**config.mk**
```make
export PLATFORM = sky130hd
export DESIGN_NAME = alternating_pulse_firing_sequencer
export DESIGN_NICKNAME = d
export VERILOG_FILES = /design/src/sv/apfs_pkg.sv /design/src/sv/apfs_cfg.sv /design/src/sv/apfs_core.sv /design/src/sv/alternating_pulse_firing_sequencer.sv
export SDC_FILE = /design/constraint.sdc
export NUM_CORES = 1
export LEC_CHECK = 0
export ABC_AREA = 0
export BUFFER_PORTS_ARGS = -buffer_cell sky130_fd_sc_hd__buf_4
export CORE_ASPECT_RATIO = 0.9
export CORE_UTILIZATION = 39
export CTS_CLUSTER_DIAMETER = 40
export DETAILED_ROUTE_END_ITERATION = 8
export MAX_ROUTING_LAYER = met4
export SYNTH_ARGS = -nofsm -noshare
export SYNTH_HDL_FRONTEND = slang
export SYNTH_SLANG_ARGS = --single-unit
```
**constraint.sdc**
```tcl
create_clock -name clk -period 3.99 [get_ports clk]
set_clock_uncertainty 0.1 [all_clocks]
set_input_delay 0.5985 -clock clk [delete_from_list [all_inputs] [get_ports clk]]
set_output_delay 0.5985 -clock clk [all_outputs]
set_load 0.02 [all_outputs]
```
**src/sv/apfs_pkg.sv**
```systemverilog
`timescale 1ns / 1ps

package apfs_pkg;

  localparam int unsigned BEEP_TICKS  = 100;
  localparam int unsigned BEEP_W      = 7;
  localparam int unsigned RUN_W       = 20;
  localparam int unsigned PHASE_W     = 17;
  localparam int unsigned CYCLE_W     = 8;
  localparam int unsigned MS_W        = 16;
  localparam int unsigned CFG_IDX_W   = 3;
  localparam int unsigned CFG_DATA_W  = 20;

  localparam logic [RUN_W-1:0]   RUN_MAX   = {RUN_W{1'b1}};
  localparam logic [PHASE_W-1:0] PHASE_MAX = {PHASE_W{1'b1}};
  localparam logic [CYCLE_W-1:0] CYCLE_MAX = {CYCLE_W{1'b1}};

  typedef enum logic [1:0] {
    MODE_STANDBY = 2'd0,
    MODE_CAL     = 2'd1,
    MODE_FIRE    = 2'd2
  } mode_t;

  typedef enum logic [1:0] {
    REQ_TICK    = 2'd0,
    REQ_CAL     = 2'd1,
    REQ_FIRE    = 2'd2,
    REQ_STANDBY = 2'd3
  } req_t;

  typedef enum logic [CFG_IDX_W-1:0] {
    CFG_ARMED        = 3'd0,
    CFG_LEFT_ENABLE  = 3'd1,
    CFG_RIGHT_ENABLE = 3'd2,
    CFG_FIRE_TIMEOUT = 3'd3,
    CFG_CYCLE_LIMIT  = 3'd4,
    CFG_CAL_TIMEOUT  = 3'd5,
    CFG_PULSE_MS     = 3'd6,
    CFG_PAUSE_MS     = 3'd7
  } cfg_idx_t;

  typedef struct packed {
    logic [1:0] req_type;
    logic       trigger_low;
  } in_t;

  typedef struct packed {
    logic       left_gun;
    logic       right_gun;
    logic       gun_power;
    logic       buzzer_on;
    logic       armed_led;
    logic       activation_done;
    logic [1:0] mode_now;
  } out_t;

  typedef struct packed {
    logic               armed;
    logic               left_enable;
    logic               right_enable;
    logic [RUN_W-1:0]   firing_timeout_ms;
    logic [CYCLE_W-1:0] firing_cycle_limit;
    logic [RUN_W-1:0]   calibration_timeout_ms;
    logic [MS_W-1:0]    pulse_ms;
    logic [MS_W-1:0]    pause_ms;
  } cfg_t;

endpackage

```
**src/sv/apfs_cfg.sv**
```systemverilog
`timescale 1ns / 1ps

module apfs_cfg (
  input  logic                               clk,
  input  logic                               rst_n,
  input  logic                               cfg_we,
  input  logic [apfs_pkg::CFG_IDX_W-1:0]     cfg_index,
  input  logic [apfs_pkg::CFG_DATA_W-1:0]    cfg_wdata,
  output apfs_pkg::cfg_t                     cfg
);
  import apfs_pkg::*;

  cfg_t cfg_r;
  cfg_t cfg_nxt;

  always_comb begin
    cfg_nxt = cfg_r;
    if (cfg_we) begin
      case (cfg_idx_t'(cfg_index))
        CFG_ARMED:        cfg_nxt.armed                  = cfg_wdata[0];
        CFG_LEFT_ENABLE:  cfg_nxt.left_enable            = cfg_wdata[0];
        CFG_RIGHT_ENABLE: cfg_nxt.right_enable           = cfg_wdata[0];
        CFG_FIRE_TIMEOUT: cfg_nxt.firing_timeout_ms      = cfg_wdata[RUN_W-1:0];
        CFG_CYCLE_LIMIT:  cfg_nxt.firing_cycle_limit     = cfg_wdata[CYCLE_W-1:0];
        CFG_CAL_TIMEOUT:  cfg_nxt.calibration_timeout_ms = cfg_wdata[RUN_W-1:0];
        CFG_PULSE_MS:     cfg_nxt.pulse_ms               = cfg_wdata[MS_W-1:0];
        CFG_PAUSE_MS:     cfg_nxt.pause_ms               = cfg_wdata[MS_W-1:0];
        default: ;
      endcase
    end
  end

  always_ff @(posedge clk) begin
    if (!rst_n) begin
      cfg_r.armed                  <= 1'b0;
      cfg_r.left_enable            <= 1'b1;
      cfg_r.right_enable           <= 1'b1;
      cfg_r.firing_timeout_ms      <= RUN_W'(10000);
      cfg_r.firing_cycle_limit     <= CYCLE_W'(8);
      cfg_r.calibration_timeout_ms <= RUN_W'(30000);
      cfg_r.pulse_ms               <= MS_W'(250);
      cfg_r.pause_ms               <= MS_W'(250);
    end else begin
      cfg_r <= cfg_nxt;
    end
  end

  assign cfg = cfg_r;

endmodule

```
**src/sv/apfs_core.sv**
```systemverilog
`timescale 1ns / 1ps

module apfs_core (
  input  logic           clk,
  input  logic           rst_n,
  input  apfs_pkg::cfg_t cfg,
  input  logic           step,
  input  apfs_pkg::in_t  item,
  output apfs_pkg::out_t res
);
  import apfs_pkg::*;

  mode_t               mode_r,      mode_nxt;
  logic [RUN_W-1:0]    run_r,       run_nxt;
  logic [PHASE_W-1:0]  phase_r,     phase_nxt;
  logic [CYCLE_W-1:0]  cycle_r,     cycle_nxt;
  logic                left_turn_r, left_turn_nxt;
  logic [BEEP_W-1:0]   beep_r,      beep_nxt;

  mode_t               mode_req;
  logic                cal_end;
  logic                fire_abort;
  logic                fire_end;
  logic                fire_run;
  logic                in_pulse;
  logic [PHASE_W-1:0]  phase_len;
  req_t                req;

  assign req       = req_t'(item.req_type);
  assign phase_len = {1'b0, cfg.pulse_ms} + {1'b0, cfg.pause_ms};

  // next state
  always_comb begin
    beep_nxt      = (beep_r != '0) ? beep_r - 1'b1 : beep_r;
    mode_req      = mode_r;
    run_nxt       = run_r;
    phase_nxt     = phase_r;
    cycle_nxt     = cycle_r;
    left_turn_nxt = left_turn_r;
    cal_end       = 1'b0;
    fire_abort    = 1'b0;
    fire_end      = 1'b0;
    fire_run      = 1'b0;
    in_pulse      = 1'b0;

    if (req == REQ_CAL && mode_r != MODE_CAL) begin
      mode_req = MODE_CAL;
      run_nxt  = '0;
    end else if (req == REQ_FIRE && mode_r != MODE_FIRE) begin
      mode_req      = MODE_FIRE;
      run_nxt       = '0;
      phase_nxt     = '0;
      cycle_nxt     = '0;
      left_turn_nxt = cfg.left_enable;
    end else if (req == REQ_STANDBY) begin
      mode_req = MODE_STANDBY;
    end

    mode_nxt = MODE_STANDBY;
    case (mode_req)
      MODE_CAL: begin
        if (item.trigger_low || run_nxt >= cfg.calibration_timeout_ms) begin
          cal_end  = 1'b1;
          beep_nxt = BEEP_W'(BEEP_TICKS);
        end else begin
          mode_nxt = MODE_CAL;
          if (run_nxt != RUN_MAX) run_nxt = run_nxt + 1'b1;
        end
      end
      MODE_FIRE: begin
        if (!cfg.armed || (!cfg.left_enable && !cfg.right_enable)) begin
          fire_abort = 1'b1;
        end else if (item.trigger_low || run_nxt >= cfg.firing_timeout_ms ||
                     cycle_nxt >= cfg.firing_cycle_limit) begin
          fire_end = 1'b1;
        end else begin
          mode_nxt = MODE_FIRE;
          fire_run = 1'b1;
          if (run_nxt != RUN_MAX) run_nxt = run_nxt + 1'b1;
          if (phase_nxt < {1'b0, cfg.pulse_ms}) begin
            in_pulse = 1'b1;
            if (phase_nxt != PHASE_MAX) phase_nxt = phase_nxt + 1'b1;
          end else if (phase_nxt < phase_len) begin
            if (phase_nxt != PHASE_MAX) phase_nxt = phase_nxt + 1'b1;
          end else begin
            if (cycle_nxt != CYCLE_MAX) cycle_nxt = cycle_nxt + 1'b1;
            left_turn_nxt = ~left_turn_nxt;
            phase_nxt     = PHASE_W'(1);
          end
        end
      end
      default: mode_nxt = MODE_STANDBY;
    endcase
  end

  // outputs
  always_comb begin
    res.left_gun        = in_pulse && left_turn_nxt && cfg.left_enable;
    res.right_gun       = in_pulse && !left_turn_nxt && cfg.right_enable;
    res.gun_power       = fire_run || (mode_nxt == MODE_CAL);
    res.buzzer_on       = (beep_nxt != '0);
    res.armed_led       = (mode_nxt == MODE_STANDBY) && cfg.armed;
    res.activation_done = fire_end && !fire_abort && !cal_end;
    res.mode_now        = mode_nxt;
  end

  always_ff @(posedge clk) begin
    if (!rst_n) begin
      mode_r      <= MODE_STANDBY;
      run_r       <= '0;
      phase_r     <= '0;
      cycle_r     <= '0;
      left_turn_r <= 1'b0;
      beep_r      <= '0;
    end else if (step) begin
      mode_r      <= mode_nxt;
      run_r       <= run_nxt;
      phase_r     <= phase_nxt;
      cycle_r     <= cycle_nxt;
      left_turn_r <= left_turn_nxt;
      beep_r      <= beep_nxt;
    end
  end

endmodule

```
**src/sv/alternating_pulse_firing_sequencer.sv**
```systemverilog
`timescale 1ns / 1ps
// Alternating pulse firing sequencer, one input transfer per millisecond tick.
// Input channel (in_valid/in_ready/in_data): request code and trigger level.
// Output channel (out_valid/out_ready/out_data): gun drives, power, buzzer,
//   armed LED, activation pulse and the mode after the tick; one result per
//   input transfer, in order.
// Configuration: cfg_we/cfg_index/cfg_wdata write one register per cycle,
//   no wait states; write only while no tick is in flight.
// Datapath: an input transfer lands in the input register; when that stage
//   advances, the tick is evaluated against the mode/counter state and the
//   result is registered in the output register, which raises out_valid.
// Throughput: one tick per cycle while out_ready is high, set by the single state update per cycle.
// Stall: when out_ready is low the result register holds; the input register
//   still takes one more tick, after which in_ready drops until the result
//   is taken.
// Reset (rst_n low, synchronous): standby, counters and beep cleared,
//   configuration back to defaults, both channel stages empty.
module alternating_pulse_firing_sequencer (
  input  logic                            clk,
  input  logic                            rst_n,
  input  logic                            in_valid,
  output logic                            in_ready,
  input  apfs_pkg::in_t                   in_data,
  output logic                            out_valid,
  input  logic                            out_ready,
  output apfs_pkg::out_t                  out_data,
  input  logic                            cfg_we,
  input  logic [apfs_pkg::CFG_IDX_W-1:0]  cfg_index,
  input  logic [apfs_pkg::CFG_DATA_W-1:0] cfg_wdata
);
  import apfs_pkg::*;

  cfg_t cfg;
  out_t res;
  in_t  s1_data_r;
  logic s1_valid_r, s1_valid_nxt;
  out_t out_data_r;
  logic out_valid_r, out_valid_nxt;
  logic s1_adv;
  logic in_xfer;

  apfs_cfg u_cfg (
    .clk       (clk),
    .rst_n     (rst_n),
    .cfg_we    (cfg_we),
    .cfg_index (cfg_index),
    .cfg_wdata (cfg_wdata),
    .cfg       (cfg)
  );

  apfs_core u_core (
    .clk   (clk),
    .rst_n (rst_n),
    .cfg   (cfg),
    .step  (s1_adv),
    .item  (s1_data_r),
    .res   (res)
  );

  assign s1_adv   = s1_valid_r && (!out_valid_r || out_ready);
  assign in_ready = !s1_valid_r || s1_adv;
  assign in_xfer  = in_valid && in_ready;

  always_comb begin
    s1_valid_nxt = s1_valid_r;
    if (in_xfer) begin
      s1_valid_nxt = 1'b1;
    end else if (s1_adv) begin
      s1_valid_nxt = 1'b0;
    end
    out_valid_nxt = out_valid_r;
    if (s1_adv) begin
      out_valid_nxt = 1'b1;
    end else if (out_ready) begin
      out_valid_nxt = 1'b0;
    end
  end

  always_ff @(posedge clk) begin
    if (!rst_n) begin
      s1_valid_r  <= 1'b0;
      out_valid_r <= 1'b0;
    end else begin
      s1_valid_r  <= s1_valid_nxt;
      out_valid_r <= out_valid_nxt;
    end
  end

  always_ff @(posedge clk) begin
    if (in_xfer) s1_data_r <= in_data;
    if (s1_adv) out_data_r <= res;
  end

  assign out_valid = out_valid_r;
  assign out_data  = out_data_r;

endmodule

```
# [Yosys cells after proc, flatten, opt, wreduce, memory -nomap -nowiden]
# Index checks and enable logic that the tools add are counted.
# W data, S select, Z words.
[word_totals] inputBits=31 reg_bits=151 elab_cells=153
[classes] bitwise_logic=1 mux=58 magnitude_cmp=5 eq_ne=18 addsub=5 reduce_logical=41
[op_table] op="$mux W17" n=8
[op_table] op="$mux W20" n=6
[op_table] op="$mux W8" n=8
[op_table] op="$ge A20 B20 Y1" n=2
[op_table] op="$pmux W20 S2" n=1
[op_table] op="$mux W1" n=26
[op_table] op="$mux W7" n=3
[op_table] op="$add A20 B1 Y20 const B" n=1
[op_table] op="$ne A20 B20 Y1 const B" n=1
[op_table] op="$add A16 B16 Y17" n=1
[op_table] op="$add A17 B1 Y17 const B" n=1
[op_table] op="$lt A17 B16 Y1" n=1
[op_table] op="$lt A17 B17 Y1" n=1
[op_table] op="$ne A17 B17 Y1 const B" n=1
[op_table] op="$reduce_and A2 Y1" n=8
[op_table] op="$reduce_bool A7 Y1" n=2
[op_table] op="$eq A3 B3 Y1 const B" n=4
[op_table] op="$logic_and A1 B1 Y1" n=12
[op_table] op="$mux W2" n=5
[op_table] op="$add A8 B1 Y8 const B" n=1
[op_table] op="$ge A8 B8 Y1" n=1
[op_table] op="$logic_not A1 Y1" n=8
[op_table] op="$ne A8 B8 Y1 const B" n=1
[op_table] op="$logic_or A1 B1 Y1" n=7
[op_table] op="12 further kinds" n=18

# [Logic depth before layout (Yosys ltp)]
[logic_depth] depth_word=13 ltp_mapped=20

# [Cells and area by module]
# A second synthesis with hierarchy kept.
[unflattened] hier_cells=1256 hier_area_um2=10418.7
[modules_own_cells] module="apfs_core" n_inst=1 seq_area_each_um2=1101.1 cells_each=919 area_each_um2=6701.4
[modules_own_cells] module="apfs_cfg" n_inst=1 seq_area_each_um2=1661.6 cells_each=317 area_each_um2=3283.1
[modules_own_cells] module="alternating_pulse_firing_sequencer" n_inst=1 seq_area_each_um2=370.4 cells_each=20 area_each_um2=434.2

# [Worst setup path before layout]
# No wires, ideal clock.
[synth_timing] kind="register -> register" start="reg u_cfg.cfg_r, in the netlist u_cfg.cfg[0]" end="reg u_core.phase_r[14]" period_less_slack_ns=4.112 path_slack_ns=-0.122 setup_time_ns=0.058 path_stages_with_launch=21 t_arrival_ns=3.954 cell_sequence="dfxtp_1 -> ha_1 -> fa_1 -> a21oi_1 -> o21ai_0 -> nor4_1 -> o31ai_1 -> nor4_1 -> nor2_1 -> a31oi_1 -> nor2_1 -> a211oi_1 -> ha_1 -> nand2_1 -> o21bai_1 -> a211o_1 -> o22ai_2 -> nor3_4 -> buf_4 -> nor4b_1 -> o21a_1"
[synth_between] elab_chain_cells=7
[synth_lines] item="from (decl)" line_no="apfs_cfg.sv:13" source="cfg_t cfg_r;"
[synth_lines] item="from (signal assigned)" line_no="apfs_cfg.sv:44" source="cfg_r <= cfg_nxt;"
[synth_lines] item="$add A16 B16 Y17" line_no="apfs_core.sv:30" source="assign phase_len = {1'b0, cfg.pulse_ms} + {1'b0, cfg.pause_ms};"
[synth_lines] item="$lt A17 B17 Y1" line_no="apfs_core.sv:83" source="end else if (phase_nxt < phase_len) begin"
[synth_lines] item="$mux W17" line_no="apfs_core.sv:83"
[synth_lines] item="$mux W17" line_no="apfs_core.sv:80" source="if (phase_nxt < {1'b0, cfg.pulse_ms}) begin"
[synth_lines] item="$mux W17" line_no="apfs_core.sv:73" source="end else if (item.trigger_low || run_nxt >= cfg.firing_timeout_ms ||"
[synth_lines] item="$mux W17" line_no="apfs_core.sv:71" source="if (!cfg.armed || (!cfg.left_enable && !cfg.right_enable)) begin"
[synth_lines] item="$mux W17" line_no="apfs_core.sv:60" source="case (mode_req)"
[synth_lines] item="to (signal assigned)" line_no="apfs_core.sv:118" source="phase_r <= phase_nxt;"
[synth_lines] item="to (decl)" line_no="apfs_core.sv:15" source="logic [PHASE_W-1:0] phase_r, phase_nxt;"
# No other way between the ends.
# A chain may end at the register's enable or synchronous reset.

# [Worst setup path after layout]
[layout_timing] start="reg s1_data_r[1] (netlist name)" end="reg u_core.cycle_r[4]"
[layout_between] elab_chain_cells=11 word_cells_on_any_way=29
[layout_lines] item="from (decl)" line_no="alternating_pulse_firing_sequencer.sv:35" source="in_t s1_data_r;"
[layout_lines] item="from (signal assigned)" line_no="alternating_pulse_firing_sequencer.sv:90" source="if (in_xfer) s1_data_r <= in_data;"
[layout_lines] item="$eq A2 B2 Y1" line_no="apfs_core.sv:49" source="end else if (req == REQ_FIRE && mode_r != MODE_FIRE) begin"
[layout_lines] item="$logic_and A1 B1 Y1" line_no="apfs_core.sv:49"
[layout_lines] item="$mux W8" line_no="apfs_core.sv:49"
[layout_lines] item="$mux W8" line_no="apfs_core.sv:46" source="if (req == REQ_CAL && mode_r != MODE_CAL) begin"
[layout_lines] item="$add A8 B1 Y8 or $ne A8 B8 Y1 (tied branches)" line_no="apfs_core.sv:86" source="if (cycle_nxt != CYCLE_MAX) cycle_nxt = cycle_nxt + 1'b1;"
[layout_lines] item="$mux W8" line_no="apfs_core.sv:86"
[layout_lines] item="$mux W8" line_no="apfs_core.sv:83"
[layout_lines] item="$mux W8" line_no="apfs_core.sv:80"
[layout_lines] item="$mux W8" line_no="apfs_core.sv:73"
[layout_lines] item="$mux W8" line_no="apfs_core.sv:71"
[layout_lines] item="$mux W8 *" line_no="apfs_core.sv:60"
[layout_lines] item="to (signal assigned)" line_no="apfs_core.sv:119" source="cycle_r <= cycle_nxt;"
[layout_lines] item="to (decl)" line_no="apfs_core.sv:16" source="logic [CYCLE_W-1:0] cycle_r, cycle_nxt;"
# Mark *: on every way between the ends. The rest lies on a longest branch, timed or not.

==> summary.md <==
| Metric | Value |
|---|---|
| Status | finished with violations |
| Failing checks | setup timing |
| Final #Nets | 1538 |
| Unrepaired setup endpoints after global routing | yes |
| Final min period | 4.09 ns |
| CP bufs+invs | 2 |
| Fin cells | 1758 |
| Endpoint class of the critical path | register |
| Inserted Clock Buffers | 17 |
| R2r setup slk | -0.10 ns |
| Crit path DAT | 4.31 ns |
| Most used cell, CP | buf_6 |
| Routed Antenna Nets | 0 |
| CTS Root Cell | clkbuf_16 |
| # setup viols final | 16 |
| Peak supply drop | ~0.00027 V |
| WL final | 30.4 mm |
| Met3 Use GR | between 3 and 4% |
| I/O pins | a little over 40 |
| Final WS setup | -0.104 ns |
| FF-to-FF path depth | 15 |
| Post-Syn Instances | 1271 |
| Final Hold Vio Count | 0 |
| Total track usage | roughly a quarter |
| Slew @ Worst Pin | 1.24 ns |
| R2r startpoint | s1_data_r[1] |
| CTS tree | done |
| CTS H-tree lvls | 4 |
| Initial Util | 39.6% |
| Residual DRC | 0 |
| Initial antenna violation count | 0 |
| Worst path top cell family by delay | simple AND/OR/NAND/NOR gates |
| Port Buffers | 40 |
| Syn nets | 1405 |
| Post-CTS Hold Fix Bufs | 0 |
| Layout area overhead | 26.9% |
| EDFF count, synth | 11 |
| Synth area leaders | dfxtp_1, ha_1, nand2_1 |
| Row count | 55 |
| Die ar. | 26100 um^2 |
| Maximum clock frequency | approximately 240 MHz |
| Max cap viols | 0 |
| Slew Limit Fails | 0 |
| Critical R2R Capture | u_core.cycle_r[4] |
| Vias in the first global route | 8876 |
| Required @ worst endpoint | 4.21 ns |
| Mean post-synth cell area | 7.81 um^2 |
| Crit path kind | reg -> reg |
| Critical Path, Cell by Cell | nand2b_4 -> a2bb2oi_4 -> buf_6 -> and2_4 -> ha_4 -> nand2_2 -> nor2_1 -> a2111o_1 -> o221a_4 -> or4_4 -> buf_6 -> a311o_1 -> nor3_4 -> nand4_1 -> mux2i_1 |
| Slowest cell on crit path | or4_4 |
| Asr flop ratio synth | 0% |
| Main synth FF type | dfxtp_1 |
| Cell Area, Synth | 9930 um^2 |
| Clock Path Buffers | 2 |
| Synth area leader | dfxtp_1 |
| CP Launch Type | register |
| Hold Path Cell Cnt | 1 |
| Met1 Track Usage GR | between 30% and 40% |
| Vias per inst | between 5 and 6 |
| Pre-CTS setup slack | -0.461 ns |
| Met2 usage | 33.5% |
| Routability cong. | 0.917 |
| GRT overflow | 0 |
| Max FO, Critical Path | 8 |
| First-pass GRT wire length | 47.7 mm |
| Slowest stage delay, CP | 0.52 ns |
| Hold_sp | in_data[0] |
| Core area | 25000 um^2 |
| Pin count of the biggest net entering global routing | 51 |
| Post-synth top area share | 28.2% |
| Worst Hold Class | in -> reg |
| Detailed Routing Iterations Pass 1 | 5 |
| Synth unique cells | 80 |
| P_leak | 5.29 nW |
| Share of cells above drive strength 1 | 21.4% |
| Fin Setup TNS | -0.683 ns |
| Via count | 9570 |
| CTS sink cnt | approximately 150 |
| DRT iter0 DRCs | 772 |
| Die X | between 150 and 200 um |
| Synth Register Bits | 151 |
| Die height | 153 um |
| Worst-Skew Late Latency | 0.44 ns |
| GR peak layer | met1 |
| Power Density | 300 nW/um^2 |
| Ant. Diodes | 0 |
| Max_slew headroom | 16.9% |
| Placed cells | 1708 |
| Final Cycle Share | 103% |
| Synth Warn # | 0 |
| Final HPWL DP | approximately 22 mm |
| DR WL/cell | approximately 17 um |
| Hold EP | s1_data_r[0] |
| Reg clk slew, reported paths | roughly 0.070 ns |
| Post-synthesis sequential area ratio | 31.5% |
==> how the worst max path moves through the flow <==
stage	from	endpoint	slack, ns	depth (start not counted)
after global placement	u_cfg.cfg[0]	u_core.phase_r[9]	-0.32	20
after detailed placement	u_cfg.cfg[0]	u_core.phase_r[9]	-0.46	20
final	s1_data_r[1]	u_core.cycle_r[4]	-0.10	15
after floorplan	u_cfg.cfg[0]	u_core.phase_r[14]	-0.01	20
after CTS	u_cfg.cfg[16]	u_core.phase_r[9]	-0.22	19
after global routing	s1_data_r[1]	u_core.cycle_r[4]	-0.23	15
==> worst reg2reg max path: stages (launching register included) <==
cell and delay [ns]:
edfxtp_1 0.51, nand2b_4 0.15, a2bb2oi_4 0.32, buf_6 0.18
and2_4 0.16, ha_4 0.21, nand2_2 0.05, nor2_1 0.04
a2111o_1 0.36, o221a_4 0.25, or4_4 0.53, buf_6 0.14
a311o_1 0.37, nor3_4 0.30, nand4_1 0.17, mux2i_1 0.14
==> kinds of logic after synthesis <==
group | count (synthesis) | synth area share [%]
and+or+nand+nor | 539 | 26.0
AOI/OAI and AO/OA | 310 | 21.4
DFF | 151 | 31.5
buffers and inverters | 142 | 5.57
adders and majority gates | 103 | 13.1
xor gates and xnor gates | 17 | 1.50
muxes | 9 | 0.907
==> cell type report <==
type	instances	area [um^2]
Clock buffer	19	443
Clock inverter	12	143
Fill cell	2437	12500
Inverter	92	345
Multi-Input combinational cell	979	6810
Sequential cell	151	3140
Tap cell	342	428
Timing Repair Buffer	163	1290
==> cells in the mapped netlist, drive strengths merged, types with 8 or more instances <==
cell / n
nor3: 29
ha: 102
nor4: 11
nor2b: 13
xnor2: 8
a22o: 8
a31oi: 11
inv: 91
buf: 10
mux2i: 9
nand2b: 10
a21oi: 57
a211oi: 16
o21ai: 61
o21a: 9
and2: 51
xor2: 9
edfxtp: 11
and3: 12
nand4: 22
a21boi: 64
nor2: 60
nand2: 249
nand3: 46
dfxtp: 140
or2: 9
o211ai: 24
clkbuf: 40
==> flip-flops by register name, summed over array words and instances, names as in the netlist <==
signal,cells
u_core.beep_r,7
u_core.phase_r,17
u_core.left_turn_r,1
u_core.mode_r,2
out_data,8
u_core.run_r,20
out_valid,1
u_core.cycle_r,8
s1_valid_r,1
u_cfg.cfg,83
s1_data_r,3
==> repair_timing <==
item / in CTS / in global routing
setup buffers: 7 / 13
resized for setup: 47 / 82
endpoints found under the setup margin: 30 / 49
pin swaps: 34 / 45
cloned: 1 / 1
==> metrics by stage <==
step	power [mW]	instance area, um^2	hold slack, ns	util [%]
2_1_floorplan	1.92	9950	0.343	-
3_3_place_gp	2.11	11300	0.352	45.0
3_5_place_dp	2.11	11300	0.359	45.0
4_1_cts	3.77	12100	0.236	48.4
5_1_grt	3.92	12600	0.235	50.3
6_report	3.78	12600	0.241	50.3
==> power breakdown <==
group / internal [mW] / switching (mW) / total (mW)
Combinational: 0.216 / 0.305 / 0.521
Sequential: 1.57 / 0.0318 / 1.60
Clock: 0.947 / 0.717 / 1.66
Total: 2.73 / 1.05 / 3.78
==> routing by layer <==
metal | part of all wire (%) | vias up
met3 | 6.0 | 33
li1 | - | 4760
met2 | 42 | 281
met4 | 1.7 | 0
met5 | 0 | -
met1 | 50 | 4496
==> cell usage in the layout (no fill, tap or decap), types with 17 or more instances in the layout <==
master     synthesis  routed
o21ai_0           54      46
and2_1            51      42
ha_1             102      92
clkbuf_16          0      17
nand3_1           46      45
a21boi_0          61      60
nand4_1           22      22
a21oi_1           54      47
buf_4              2     150
inv_1             90      89
nand2_1          249     244
o211ai_1          24      24
dfxtp_1          140     136
nor2_1            60      57
nor3_1            25      20
No activity file was read; power rests on OpenSTA's default activity.
